===== src/hw/rtl/natl2w_pkg.sv =====
// Shared types and constants for the LAN-to-WAN NAT source port translator.
// Used by natl2w_ctrl, natl2w_dp and nat_lan_to_wan_translator; depends on nothing.
`default_nettype none
package natl2w_pkg;

  localparam int BUCKETS = 1024;
  localparam int WAYS    = 6;

  localparam int BKT_W   = $clog2(BUCKETS);
  localparam int FILL_W  = $clog2(WAYS + 1);

  localparam int ADDR_W  = 32;
  localparam int PORT_W  = 16;
  localparam int HASH_W  = 32;
  localparam int KEY_W   = ADDR_W + PORT_W;
  localparam int NEXT_W  = PORT_W + 1;
  localparam int CFG_W   = 32;
  localparam int CFG_IDX_W = 1;

  localparam logic [ADDR_W-1:0] WAN_RESET   = 32'h36EF1C55;
  localparam logic [NEXT_W-1:0] FIRST_RESET = 17'd1024;

  // Configuration register indexes.
  localparam logic [CFG_IDX_W-1:0] REG_WAN_ADDRESS = 1'b0;
  localparam logic [CFG_IDX_W-1:0] REG_FIRST_PORT  = 1'b1;

  typedef struct packed {
    logic [KEY_W-1:0]  key;
    logic [PORT_W-1:0] port;
  } way_t;

  // One bucket is one memory row: its fill count and all of its ways.
  typedef struct packed {
    logic [FILL_W-1:0]  fill;
    way_t [WAYS-1:0]    way;
  } row_t;

  typedef struct packed {
    logic             load;       // capture the flow and read its bucket
    logic             lookup;     // compare, write back and emit the result
    logic             clear;      // zero one bucket row
    logic [BKT_W-1:0] clear_idx;
  } dp_cmd_t;

endpackage
`default_nettype wire


===== src/hw/rtl/natl2w_ctrl.sv =====
// Controller for the NAT translator: clearing pass after reset, then
// a two-state accept/lookup sequence per flow. Depends on natl2w_pkg.
`default_nettype none
module natl2w_ctrl (
  input  wire logic              clk,
  input  wire logic              rst,
  input  wire logic              start,
  output logic                   busy,
  output natl2w_pkg::dp_cmd_t    cmd
);

  localparam logic [1:0] S_CLEAR  = 2'd0;
  localparam logic [1:0] S_IDLE   = 2'd1;
  localparam logic [1:0] S_LOOKUP = 2'd2;

  logic [1:0] state;
  logic [1:0] state_next;
  logic [natl2w_pkg::BKT_W-1:0] clr_cnt;

  always_comb begin
    state_next = state;
    case (state)
      S_CLEAR: begin
        if (clr_cnt == natl2w_pkg::BKT_W'(natl2w_pkg::BUCKETS - 1)) begin
          state_next = S_IDLE;
        end
      end
      S_IDLE: begin
        if (start) begin
          state_next = S_LOOKUP;
        end
      end
      S_LOOKUP: state_next = S_IDLE;
      default:  state_next = S_CLEAR;
    endcase
  end

  always_ff @(posedge clk) begin
    if (rst) begin
      state   <= S_CLEAR;
      clr_cnt <= '0;
    end else begin
      state <= state_next;
      if (state == S_CLEAR) begin
        clr_cnt <= clr_cnt + 1'b1;
      end
    end
  end

  assign busy          = (state != S_IDLE);
  assign cmd.load      = (state == S_IDLE) && start;
  assign cmd.lookup    = (state == S_LOOKUP);
  assign cmd.clear     = (state == S_CLEAR);
  assign cmd.clear_idx = clr_cnt;

endmodule
`default_nettype wire


===== config.mk =====
export PLATFORM = sky130hd
export DESIGN_NAME = natl2w_ctrl
export DESIGN_NICKNAME = d
export VERILOG_FILES = /design/src/hw/rtl/natl2w_pkg.sv /design/src/hw/rtl/natl2w_ctrl.sv
export SDC_FILE = /design/constraint.sdc
export NUM_CORES = 1
export LEC_CHECK = 0
export BUFFER_PORTS_ARGS = -buffer_cell sky130_fd_sc_hd__buf_4
export CAP_MARGIN = 10
export CORE_MARGIN = 3
export CORE_UTILIZATION = 25
export CTS_CLUSTER_DIAMETER = 80
export DETAILED_ROUTE_END_ITERATION = 7
export PLACE_DENSITY = 0.54
export SLEW_MARGIN = 25
export SYNTH_ARGS = -nofsm -noshare
export SYNTH_HDL_FRONTEND = slang
export SYNTH_SLANG_ARGS = --single-unit
export TNS_END_PERCENT = 5

===== constraint.sdc =====
create_clock -name clk -period 2.3 [get_ports clk]
set_clock_uncertainty 0.2 [all_clocks]
set_input_delay 0.115 -clock clk [delete_from_list [all_inputs] [get_ports clk]]
set_output_delay 0.115 -clock clk [all_outputs]
set_load 0.01 [all_outputs]

==> summary.md, run 1 <==
| Metric | Value |
|---|---|
| Sequential area share after synthesis | between 40% and 50% |
| DRT iter0 DRCs | 4 |
| DRC | 0 |
| Final Max Tran Viols | 0 |
| Final min period | roughly 1.9 ns |
| I/O Pins | 17 |
| Period utilisation layout | between 80% and 90% |
| CTS Sinks | 12 |
| Hold Fails Final Rpt | 0 |
| Most frequent cells in the layout | 16 x buf_4, 12 x dfxtp_1, 9 x a21oi_1 |
| # setup viols final | 0 |
| Met3 usage | 4.225% |
| Synth Warn # | 0 |
| Power density over the cells | 555.2 nW/um^2 |
| # rows | 16 |
| Area Overhead vs Synth | 36.34% |
| Max-cap viol count | 0 |
| GR Util met2 | 16.94% |
| Synth unique cells | 25 |
| 1st-pass router iterations | 4 |
| Synthesized Nets | 69 |
| Clock-pin slew on the worst setup and hold paths | ~0.080 ns |
| Rel. slew slack | 83.23% |
| Routability cong. | approximately 0.73 |
| Worst path arrival time | approximately 1.8 ns |
| Vias per cell | between 4 and 5 |
| Max H-tree Level | 1 |
| Final TNS setup | 0 ns |
| Mapped Avg Cell Area | 8.527 um^2 |
| Largest net degree at the start of global routing | 14 |
| Post-CTS setup buffer count | 0 |
| Hold Path Sink | clr_cnt[6] |
| Slowest cell on the critical path | or3b_1 |
| Status | finished clean |
| Total number of vias | roughly 520 |
| Chip Width | around 53 um |
| Hold Path Class | reg -> reg |
| Final core utilization | 37.38% |
| RR Startpoint | clr_cnt[2] |
| Core Region | roughly 2000 um^2 |
| Maximum clock path buffer count | 2 |
| GR peak layer | met2 |
| Critical-path cell list | or3b_1 -> nor4_1 -> mux2_2 |
| CTS Buf Count | 3 |
| Mapped Area | between 500 and 600 um^2 |
| DP Cell Count | 106 |
| Vias in the first global route | ~470 |
| Startpoint types | flop |
| WS Path Type | reg -> reg |
| Remaining antenna violation count | 0 |
| Commonest non-fill, non-tap cell in the layout | buf_4 |
| R2r setup slk | about 0.44 ns |
| Worst setup EP type | flop |
| Worst endpoint required time | ~2.3 ns |
| RSZ-0062 raised after global routing | no |
| Max Clk Rate | 538.2 MHz |
| Hold Crit Start | clr_cnt[6] |
| Crit-path max cell delay | 0.46 ns |
| Worst-path fanout max | 7 |
| Share of cells above drive strength 1 | ~26% |
| Post-CTS Resized | 0 |
| Hpwl dp | between 900 and 1000 um |
| Worst skew pair latency | roughly 0.28 ns |
| Cells on Worst Hold Path | 2 |
| Setup slack at placement | approximately 0.44 ns |
| Final wirelength | between 1000 and 1500 um |
| LEAKAGE | 0.2834 nW |
| Fill count | approximately 220 |
| Global route total overflow | 0 |
| Total GRT Usage | between 10 and 15% |
| Wire per inst | around 11 um |
| IO Port Bufs | 16 |
| First-pass GRT wire length | approximately 2000 um |
| Synthesis-stage register bit count | 12 |
| Reg2Reg Depth | 3 |
| FF-to-FF End | clr_cnt[9] |
| Non-Filler Instances | between 100 and 150 |
| Post-CTS Hold Fix Bufs | 2 |
| Starting Density | roughly 27% |
| CTS tree | built |
| Die height | around 53 um |
| VDD IR max | about 0.31 mV |
| Worst Setup SP | clr_cnt[2] |
| Die Footprint | 2818 um^2 |
| Initial antenna violation count | 0 |
| N_diodes | 0 |
| Post-Syn Instances | 65 |
| Met1 Use GR | about 11% |
| Nets | 90 |
| Worst-Margin Slew | 0.2501 ns |
| Slack of the critical path | around 0.44 ns |
| Clock root buffer | clkbuf_4 |
kinds of logic after synthesis:
| group | Yosys count | share of synthesized area, % |
|---|---|---|
| AND/OR/NAND/NOR | 27 | 29.12 |
| AO/OA/AOI/OAI | 16 | 15.80 |
| flip-flops | 12 | 43.34 |
| buffers and inverters | 6 | 4.287 |
| XOR/XNOR | 2 | 3.161 |
| multiplexers | 1 | 2.031 |
| adder cells (fa/ha/maj) | 1 | 2.257 |
how the worst max path moves through the flow:
stage	to	slack, ns	depth (start not counted)
CTS	clr_cnt[9]	0.43	3
finish	clr_cnt[9]	0.44	3
global route	clr_cnt[9]	0.33	3
detailed placement	clr_cnt[9]	0.44	3
floorplan	clr_cnt[9]	0.44	4
global placement	clr_cnt[9]	0.48	3
per-layer routing:
layer / vias up / share of wire [%]
met3: 4 / 4.7
met4: 0 / 2.3
li1: 275 / -
met5: - / 0
met2: 10 / 49
met1: 233 / 44
cells in the mapped netlist:
master | number | area share, %
o31ai_1 | 3 | 4.1
nor2b_1 | 2 | 2.3
nand4_1 | 1 | 1.1
dfxtp_1 | 12 | 43
and2b_1 | 1 | 1.4
or3b_1 | 1 | 1.6
mux2_2 | 1 | 2.0
nor2_1 | 5 | 3.4
nand4b_1 | 1 | 1.6
or3_1 | 3 | 3.4
nor3b_1 | 1 | 1.4
nor3_1 | 1 | 0.90
o21ai_0 | 4 | 3.6
buf_2 | 1 | 0.90
clkbuf_1 | 1 | 0.68
nand4bb_1 | 1 | 2.0
xnor2_1 | 2 | 3.2
ha_1 | 1 | 2.3
a21oi_1 | 9 | 8.1
nand3_1 | 1 | 0.90
nand2_1 | 4 | 2.7
or3_2 | 1 | 1.4
nor4_1 | 1 | 1.1
or4_1 | 3 | 4.1
inv_1 | 4 | 2.7
worst max-delay path: cells and delay by family, from the launching register on:
family           cells  cell delay (ns)
AND/OR/NAND/NOR      2             0.78
multiplexers         1             0.36
flip-flops           1             0.40
area by class of cell:
cell class / count / area, um^2 / share of cell area [%]
tap: 27 / 33.78 / 4.470
timing repair buffer: 18 / 140.1 / 18.54
sequential: 12 / 240.2 / 31.79
inverter: 4 / 15.01 / 1.987
clock buffer: 4 / 36.28 / 4.801
multi-input combinational: 47 / 290.3 / 38.41
registers in the layout, summed over array words and instances (netlist names):
signal	flops
state	2
clr_cnt	10
metrics by stage:
step                instance area, um^2  hold WS, ns  total power [mW]
finish                            755.7       0.3089            0.4196
global placement                  699.4       0.2024            0.2527
floorplan                         554.3    -0.008206            0.2400
CTS                               755.7       0.3149            0.4268
global route                      755.7       0.3266            0.4402
detailed placement                699.4       0.1976            0.2538
where the power goes:
group / switching (mW) / internal [mW]
registers: 0.00549 / 0.212
clock network: 0.0723 / 0.0963
logic: 0.0166 / 0.0165
Note: power is estimated with default switching activity, not from simulation.
==> run 2, diff against run 1 <==
--- a/config.mk
+++ b/config.mk
@@ -11,7 +11,7 @@
 export CORE_UTILIZATION = 25
 export CTS_CLUSTER_DIAMETER = 80
 export DETAILED_ROUTE_END_ITERATION = 7
-export PLACE_DENSITY = 0.54
+export PLACE_DENSITY = 0.55
 export SLEW_MARGIN = 25
 export SYNTH_ARGS = -nofsm -noshare
 export SYNTH_HDL_FRONTEND = slang
==> constraint.sdc (replaced) <==
create_clock -name clk -period 1.65 [get_ports clk]
set_clock_uncertainty 0.2 [all_clocks]
set_input_delay 0.0825 -clock clk [delete_from_list [all_inputs] [get_ports clk]]
set_output_delay 0.0825 -clock clk [all_outputs]
set_load 0.01 [all_outputs]
==> run 2 against run 1 <==
Against the previous run:
- the run now ends with negative setup slack left
- total power up 32%
- register-to-register slack worse by 0.45 ns
- cell count up 9.8%
- combinational power up 100%
- clock-buffer cell count unchanged
- setup slack worse by 0.45 ns
- utilization up 4.3 points
- via count up 10%
- critical path type unchanged
- largest power group unchanged
==> summary.md, run 2 (synthesis results as in run 1) <==
| Metric | Value |
|---|---|
| Final Max Tran Viols | 0 (unchanged) |
| Total GRT Usage | 10.51% (was 10.20%) |
| Power density over the cells | 656.8 nW/um^2 (was 555.2 nW/um^2) |
| Worst path arrival time | 1.66 ns (was 1.83 ns) |
| Final min period | 1.659 ns (was 1.858 ns) |
| Final wirelength | 1355 um (was 1241 um) |
| Total number of vias | 575 (was 522) |
| Most frequent cells in the layout | 27 x buf_4, 10 x dfxtp_1, 9 x a21oi_1 (was 16 x buf_4, 12 x dfxtp_1, 9 x a21oi_1) |
| IO Port Bufs | 16 (unchanged) |
| Period utilisation layout | 100.6% (was 80.79%) |
| Remaining antenna violation count | 0 (unchanged) |
| Final core utilization | 41.65% (was 37.38%) |
| Slowest cell on the critical path | or4_1 (was or3b_1) |
| Maximum clock path buffer count | 2 (unchanged) |
| Share of cells above drive strength 1 | 37.50% (was 25.88%) |
| Non-Filler Instances | 123 (was 112) |
| Setup slack at placement | -0.06420 ns (was 0.4373 ns) |
| RSZ-0062 raised after global routing | yes (was no) |
| Crit-path leading delay family | simple AND/OR/NAND/NOR gates (unchanged) |
| I/O Pins | 17 (unchanged) |
| Clock-pin slew on the worst setup and hold paths | 0.07 ns (was 0.08 ns) |
| Chip Width | 53.09 um (unchanged) |
| N_diodes | 0 (unchanged) |
| Area Overhead vs Synth | 51.92% (was 36.34%) |
| Max-cap viol count | 0 (unchanged) |
| Nets | 101 (was 90) |
| LEAKAGE | 0.3383 nW (was 0.2834 nW) |
| Max H-tree Level | 1 (unchanged) |
| Core Region | 2022 um^2 (unchanged) |
| Worst setup EP type | flop (unchanged) |
| Global route total overflow | 0 (unchanged) |
| Routability cong. | 0.7437 (was 0.7348) |
| Worst-path fanout max | 6 (was 7) |
| Initial antenna violation count | 0 (unchanged) |
| Clock root buffer | clkbuf_4 (unchanged) |
| Wire per inst | 11.02 um (was 11.08 um) |
| Worst skew pair latency | 0.27 ns (was 0.28 ns) |
| Vias in the first global route | 500 (was 467) |
| DP Area | 792.0 um^2 (was 699.4 um^2) |
| Rel. slew slack | 83.04% (was 83.23%) |
| # rows | 16 (unchanged) |
| Max reg flops | 10 (unchanged) |
| CTS tree | built (unchanged) |
| Reg with most FFs | clr_cnt (unchanged) |
| Starting Density | 27.41% (unchanged) |
| Die height | 53.09 um (unchanged) |
| # setup viols final | 1 (was 0) |
| Slack of the critical path | -0.009367 ns (was 0.4419 ns) |
| Die Footprint | 2818 um^2 (unchanged) |
| Vias per cell | 4.675 (was 4.661) |
| Startpoint types | flop (unchanged) |
| Largest net degree at the start of global routing | 14 (unchanged) |
| Hpwl dp | 1032 um (was 947.6 um) |
| Critical-path cell list | or3b_4 -> or4_1 -> a21oi_1 (was or3b_1 -> nor4_1 -> mux2_2) |
| CTS Buf Count | 3 (unchanged) |
| Status | finished, violations left (was finished clean) |
| 1st-pass router iterations | 4 (unchanged) |
| Commonest non-fill, non-tap cell in the layout | buf_4 (unchanged) |
| Buf+Inv Stages, Crit Path | 0 (unchanged) |
| DP Cell Count | 117 (was 106) |
| Crit-path max cell delay | 0.51 ns (was 0.46 ns) |
| Hold Path Class | reg -> reg (unchanged) |
| WS Path Type | reg -> reg (unchanged) |
| Hold WS | 0.3070 ns (was 0.3089 ns) |
| Final Instance Area | 842.1 um^2 (was 755.7 um^2) |
| Max Clk Rate | 602.6 MHz (was 538.2 MHz) |
| Final TNS setup | -0.009367 ns (was 0 ns) |
| First-pass GRT wire length | 2118 um (was 2035 um) |
| Worst-Margin Slew | 0.2537 ns (was 0.2501 ns) |
| VDD IR max | 0.4572 mV (was 0.3126 mV) |
| Biggest regs | clr_cnt x10, state x2 (unchanged) |
| Worst endpoint required time | 1.65 ns (was 2.27 ns) |
| Power, Total | 553.0 uW (was 419.6 uW) |
| DRT iter0 DRCs | 5 (was 4) |
| Violated checks | negative setup slack |
| CTS Sinks | 12 (unchanged) |
| DRC | 0 (unchanged) |
| Hold Fails Final Rpt | 0 (unchanged) |
[run 2: changes by cell type in the layout (fill, tap and decap cells not counted)]
cell	delta
buf_4	+11
clkbuf_1	+1
clkbuf_8	-1
dfxtp_1	-2
dfxtp_2	+1
dfxtp_4	+1
nor4_1	-1
nor4_2	+1
or3b_1	-1
or3b_4	+1
[run 2: final cells by class]
class	count	area [um^2]
Sequential cell	12	245.2
Fill cell	214	1180
Clock buffer	4	26.28
Tap cell	27	33.78
Inverter	4	15.01
Timing Repair Buffer	29	222.7
Multi-Input combinational cell	47	299.0
[run 2: final timing paths]
path / startpoint / end / slack, ns / cells past startpoint
max: clr_cnt[2] / clr_cnt[7] / -0.009 / 3
min: clr_cnt[8] / clr_cnt[8] / 0.31 / 2
max reg2reg: clr_cnt[2] / clr_cnt[7] / -0.009 / 3
min reg2reg: clr_cnt[8] / clr_cnt[8] / 0.31 / 2
[run 2: tightest hold or removal path, delay by kind of cell (launching register included)]
family	cells	cell delay, ns
AO/OA/AOI/OAI	2	0.13
flip-flops	1	0.34
[run 2: power breakdown]
part           switching (mW)  internal, mW  leakage (nW)
clock                  0.0946        0.0935        0.0150
sequential            0.00301         0.295        0.0985
combinational          0.0308        0.0359         0.225
total                   0.128         0.425         0.338
[run 2: repair_timing]
action | 4_1_cts | 5_1_grt
hold endpoints to repair | 11 | 0
setup buffers | 0 | 0
resized for setup | 1 | 1
endpoints found under the setup margin | 4 | 4
hold buffers | 2 | 0
pin swaps | 2 | 1
[run 2: per-layer routing]
layer | track usage, % | vias to the layer above | share of wire (%) | wire length [um]
li1 | - | 295 | - | -
met1 | 12.61 | 263 | 47 | 641
met2 | 16.74 | 15 | 46 | 624
met3 | 5.070 | 2 | 5.3 | 72
met4 | 2.553 | 0 | 1.3 | 17
met5 | 0 | - | 0 | 0
==> run 3, diff against run 2 <==
--- a/config.mk
+++ b/config.mk
@@ -5,6 +5,7 @@
 export SDC_FILE = /design/constraint.sdc
 export NUM_CORES = 1
 export LEC_CHECK = 0
+export ABC_AREA = 1
 export BUFFER_PORTS_ARGS = -buffer_cell sky130_fd_sc_hd__buf_4
 export CAP_MARGIN = 10
 export CORE_MARGIN = 3
==> run 3 against run 2 <==
Against the previous run:
- global-route usage down 0.26 points
- the run now ends clean
- first-iteration DRC count grew to 2.8 times the previous value
- wire length grew 2.4%
- sequential power is 1% higher
- worst hold slack worse by 0.0072 ns
- cell count increased by 14%
- critical path type unchanged
- design area shrank 3.4%
- total power is 5.0% lower
- clock power fell by 7%
- critical path depth increased by 4
- sequential cell count is the same
- critical endpoint is now clr_cnt[6]
- die area grew 8.6%
==> summary.md, run 3 <==
| Metric | Value |
|---|---|
| Total GRT Usage | 10.25% (was 10.51%) |
| LEAKAGE | 0.3674 nW (was 0.3383 nW) |
| Max Clk Rate | 697.6 MHz (was 602.6 MHz) |
| Final wirelength | 1388 um (was 1355 um) |
| Rel. slew slack | 82.21% (was 83.04%) |
| Share of the synthesized area in the top cell type | 39.51% (was 43.34%) |
| Compound-Gate Fraction of Synth Area | 6.790% (was 15.80%) |
| Starting Density | 26.97% (was 27.41%) |
| Worst setup EP type | flop (unchanged) |
| Fill count | 254 (was 214) |
| Period utilisation layout | 86.88% (was 100.6%) |
| Die height | 55.32 um (was 53.09 um) |
| Hold Path Sink | clr_cnt[7] (was clr_cnt[8]) |
| Synth Warn # | 0 (unchanged) |
| Non-Filler Instances | 140 (was 123) |
| Worst endpoint required time | 1.66 ns (was 1.65 ns) |
| Post-synthesis mux area share | 0% (was 2.032%) |
| Share of cells above drive strength 1 | 26.79% (was 37.50%) |
| Hold Path Class | reg -> reg (unchanged) |
| Max H-tree Level | 1 (unchanged) |
| Ys async rst share | 0% (unchanged) |
| FF-to-FF End | clr_cnt[6] (was clr_cnt[7]) |
| RSZ-0062 raised after global routing | no (was yes) |
| Routability cong. | 0.7066 (was 0.7437) |
| Maximum clock path buffer count | 2 (unchanged) |
| Clock-pin slew on the worst setup and hold paths | 0.07 ns (about the same) |
| Worst path arrival time | 1.44 ns (was 1.66 ns) |
| Mapped Avg Cell Area | 6.756 um^2 (was 8.527 um^2) |
| Startpoint types | flop (unchanged) |
| Cells on Worst Hold Path | 2 (unchanged) |
| Clock power frac | 33.2% (was 34.0%) |
| Hold Fails Final Rpt | 0 (unchanged) |
| Switch Pwr | 120.7 uW (was 128.4 uW) |
| Initial antenna violation count | 0 (unchanged) |
| Total number of vias | 615 (was 575) |
| Synthesis-stage register bit count | 12 (unchanged) |
| Core Region | 2255 um^2 (was 2022 um^2) |
| DRC | 0 (unchanged) |
| Synth unique cells | 18 (was 25) |
| Worst skew pair latency | 0.27 ns (about the same) |
| DP Area | 770.7 um^2 (was 792.0 um^2) |
| Post-CTS Resized | 0 (was 1) |
| Max reg flops | 10 (unchanged) |
| Mapped Area | 608.1 um^2 (was 554.3 um^2) |
| Largest net degree at the start of global routing | 10 (was 14) |
| Leading area contributor after synthesis | dfxtp_1 (unchanged) |
| Final min period | 1.434 ns (was 1.659 ns) |
| CTS Sinks | 12 (unchanged) |
| Global route total overflow | 0 (unchanged) |
| Biggest regs | clr_cnt x10, state x2 (unchanged) |
| Sequential area share after synthesis | 39.51% (was 43.34%) |
| First-pass GRT wire length | 2504 um (was 2118 um) |
| Vias per cell | 4.393 (was 4.675) |
| Synthesized Nets | 94 (was 69) |
| Final Instance Area | 813.3 um^2 (was 842.1 um^2) |
| Int Pwr | 404.5 uW (was 424.6 uW) |
| Wire per inst | 9.914 um (was 11.02 um) |
| DP Cell Count | 135 (was 117) |
| Final TNS setup | 0 ns (was -0.009367 ns) |
| Top cells by count, synth | 23 x nand2_1, 16 x nor2_1, 13 x inv_1, 12 x dfxtp_1, 4 x nand3_1 (was 12 x dfxtp_1, 9 x a21oi_1, 5 x nor2_1) |
| 1st-pass router iterations | 2 (was 4) |
| Number of synthesized flops with an enable pin | 0 (unchanged) |
| DRT iter0 DRCs | 14 (was 5) |
| RR Startpoint | clr_cnt[1] (was clr_cnt[2]) |
| IO Port Bufs | 16 (unchanged) |
| # setup viols final | 0 (was 1) |
| Worst-path fanout max | 4 (was 6) |
| Most frequent cells in the layout | 23 x nand2_1, 17 x buf_4, 16 x nor2_1 (was 27 x buf_4, 10 x dfxtp_1, 9 x a21oi_1) |
| Most frequent cell after synthesis | nand2_1 (was dfxtp_1) |
| Remaining antenna violation count | 0 (unchanged) |
| Synth Area in Adders | 2.058% (was 2.257%) |
| Top cells by area, synth | dfxtp_1 40%, nand2_1 14%, nor2_1 9.9% (was dfxtp_1 43%, a21oi_1 8.1%, o31ai_1 4.1%) |
| Final Max Tran Viols | 0 (unchanged) |
| Combinational group share of total power | 9.3% (was 12.0%) |
| Post-Syn Instances | 90 (was 65) |
| Power density over the cells | 645.7 nW/um^2 (was 656.8 nW/um^2) |
| Clock root buffer | clkbuf_4 (unchanged) |
| R2r setup slk | 0.22 ns (was -0.009 ns) |
| Combinational family with the most area after synthesis | simple AND/OR/NAND/NOR gates (unchanged) |
| Nets | 118 (was 101) |
| WS Path Type | reg -> reg (unchanged) |
| Seq pwr share | 57.5% (was 53.9%) |
| VDD IR max | 0.2377 mV (was 0.4572 mV) |
| CTS tree | built (unchanged) |
| Hpwl dp | 1052 um (was 1032 um) |
| Status | finished clean (was finished, violations left) |
| Vias in the first global route | 595 (was 500) |
| Die Footprint | 3060 um^2 (was 2818 um^2) |
| Worst-Margin Slew | 0.2666 ns (was 0.2537 ns) |
| Chip Width | 55.32 um (was 53.09 um) |
| Max-cap viol count | 0 (unchanged) |
| Reg with most FFs | clr_cnt (unchanged) |
| # rows | 17 (was 16) |
| N_diodes | 0 (unchanged) |
| I/O Pins | 17 (unchanged) |
| Power, Total | 525.2 uW (was 553.0 uW) |
| Synth Flop Type | dfxtp_1 (unchanged) |
| Commonest non-fill, non-tap cell in the layout | nand2_1 (was buf_4) |
| Area share of xor/xnor cells in the synthesized design | 0% (was 3.160%) |
| CTS Buf Count | 3 (unchanged) |
| Sw frac | 22.98% (was 23.22%) |
| Reg2Reg Depth | 7 (was 3) |
| Simple-Gate Fraction of Synth Area | 43.00% (was 29.12%) |
| Area Overhead vs Synth | 33.74% (was 51.92%) |
| Hold Crit Start | clr_cnt[7] (was clr_cnt[8]) |
==> run 3: worst max-delay path: stages (launching register included) <==
cell	delay, ns
dfxtp_1	0.37
ha_1	0.23
nand2_1	0.07
nor2_1	0.18
nand4_1	0.14
nand2_1	0.08
nand2_1	0.04
nor2_1	0.08
==> run 3: final cells by class <==
type	count	area (um^2)	area share (%)
Sequential cell	12	240.2	29.54
Inverter	14	52.55	6.462
Timing Repair Buffer	19	147.6	18.15
Clock buffer	3	22.52	2.769
Multi-Input combinational cell	64	315.3	38.77
Tap cell	28	35.03	4.308
==> run 3: power by group through the flow <==
stage / registers [mW] / logic (mW) / clock network (mW)
after floorplan: 0.313 / 0.0191 / 0
after global placement: 0.308 / 0.0453 / 0
after detailed placement: 0.309 / 0.0457 / 0
after CTS: 0.302 / 0.0498 / 0.186
after global routing: 0.303 / 0.0550 / 0.199
final: 0.302 / 0.0488 / 0.175
==> run 3: kinds of logic after synthesis <==
group,count (synthesis)
compound gates,7
fa+ha+maj,1
buf+inv,14
flops,12
simple gates,56
==> run 3: what timing repair did <==
action,CTS,global route
hold endpoints to repair,4,0
setup buffers,0,0
hold buffers,2,0
==> run 3: per-layer routing <==
metal	up-vias	part of all wire, %	GRT usage (%)
li1	328	-	-
met1	271	48	11.21
met2	12	44	16.72
met3	4	5.0	3.037
met4	0	3.2	7.292
met5	-	0	0
==> run 3: metrics by stage <==
stage | hold slack (ns) | utilization, % | setup slack (ns)
floorplan | -0.04843 | - | 0.2155
global placement | 0.08547 | 34.18 | 0.2825
detailed placement | 0.08618 | 34.18 | 0.2452
CTS | 0.3050 | 36.07 | 0.2265
global route | 0.3284 | 36.07 | 0.07535
finish | 0.2998 | 36.07 | 0.2165
==> run 3: worst max-delay path by stage <==
stage	startpoint	end	slack [ns]	cells past startpoint
6_report	clr_cnt[1]	clr_cnt[6]	0.22	7
5_1_grt	clr_cnt[1]	clr_cnt[6]	0.08	7
4_1_cts	clr_cnt[1]	clr_cnt[6]	0.23	7
3_5_place_dp	clr_cnt[1]	clr_cnt[6]	0.25	7
3_3_place_gp	state[0]	clr_cnt[9]	0.28	6
2_1_floorplan	clr_cnt[0]	clr_cnt[6]	0.22	6
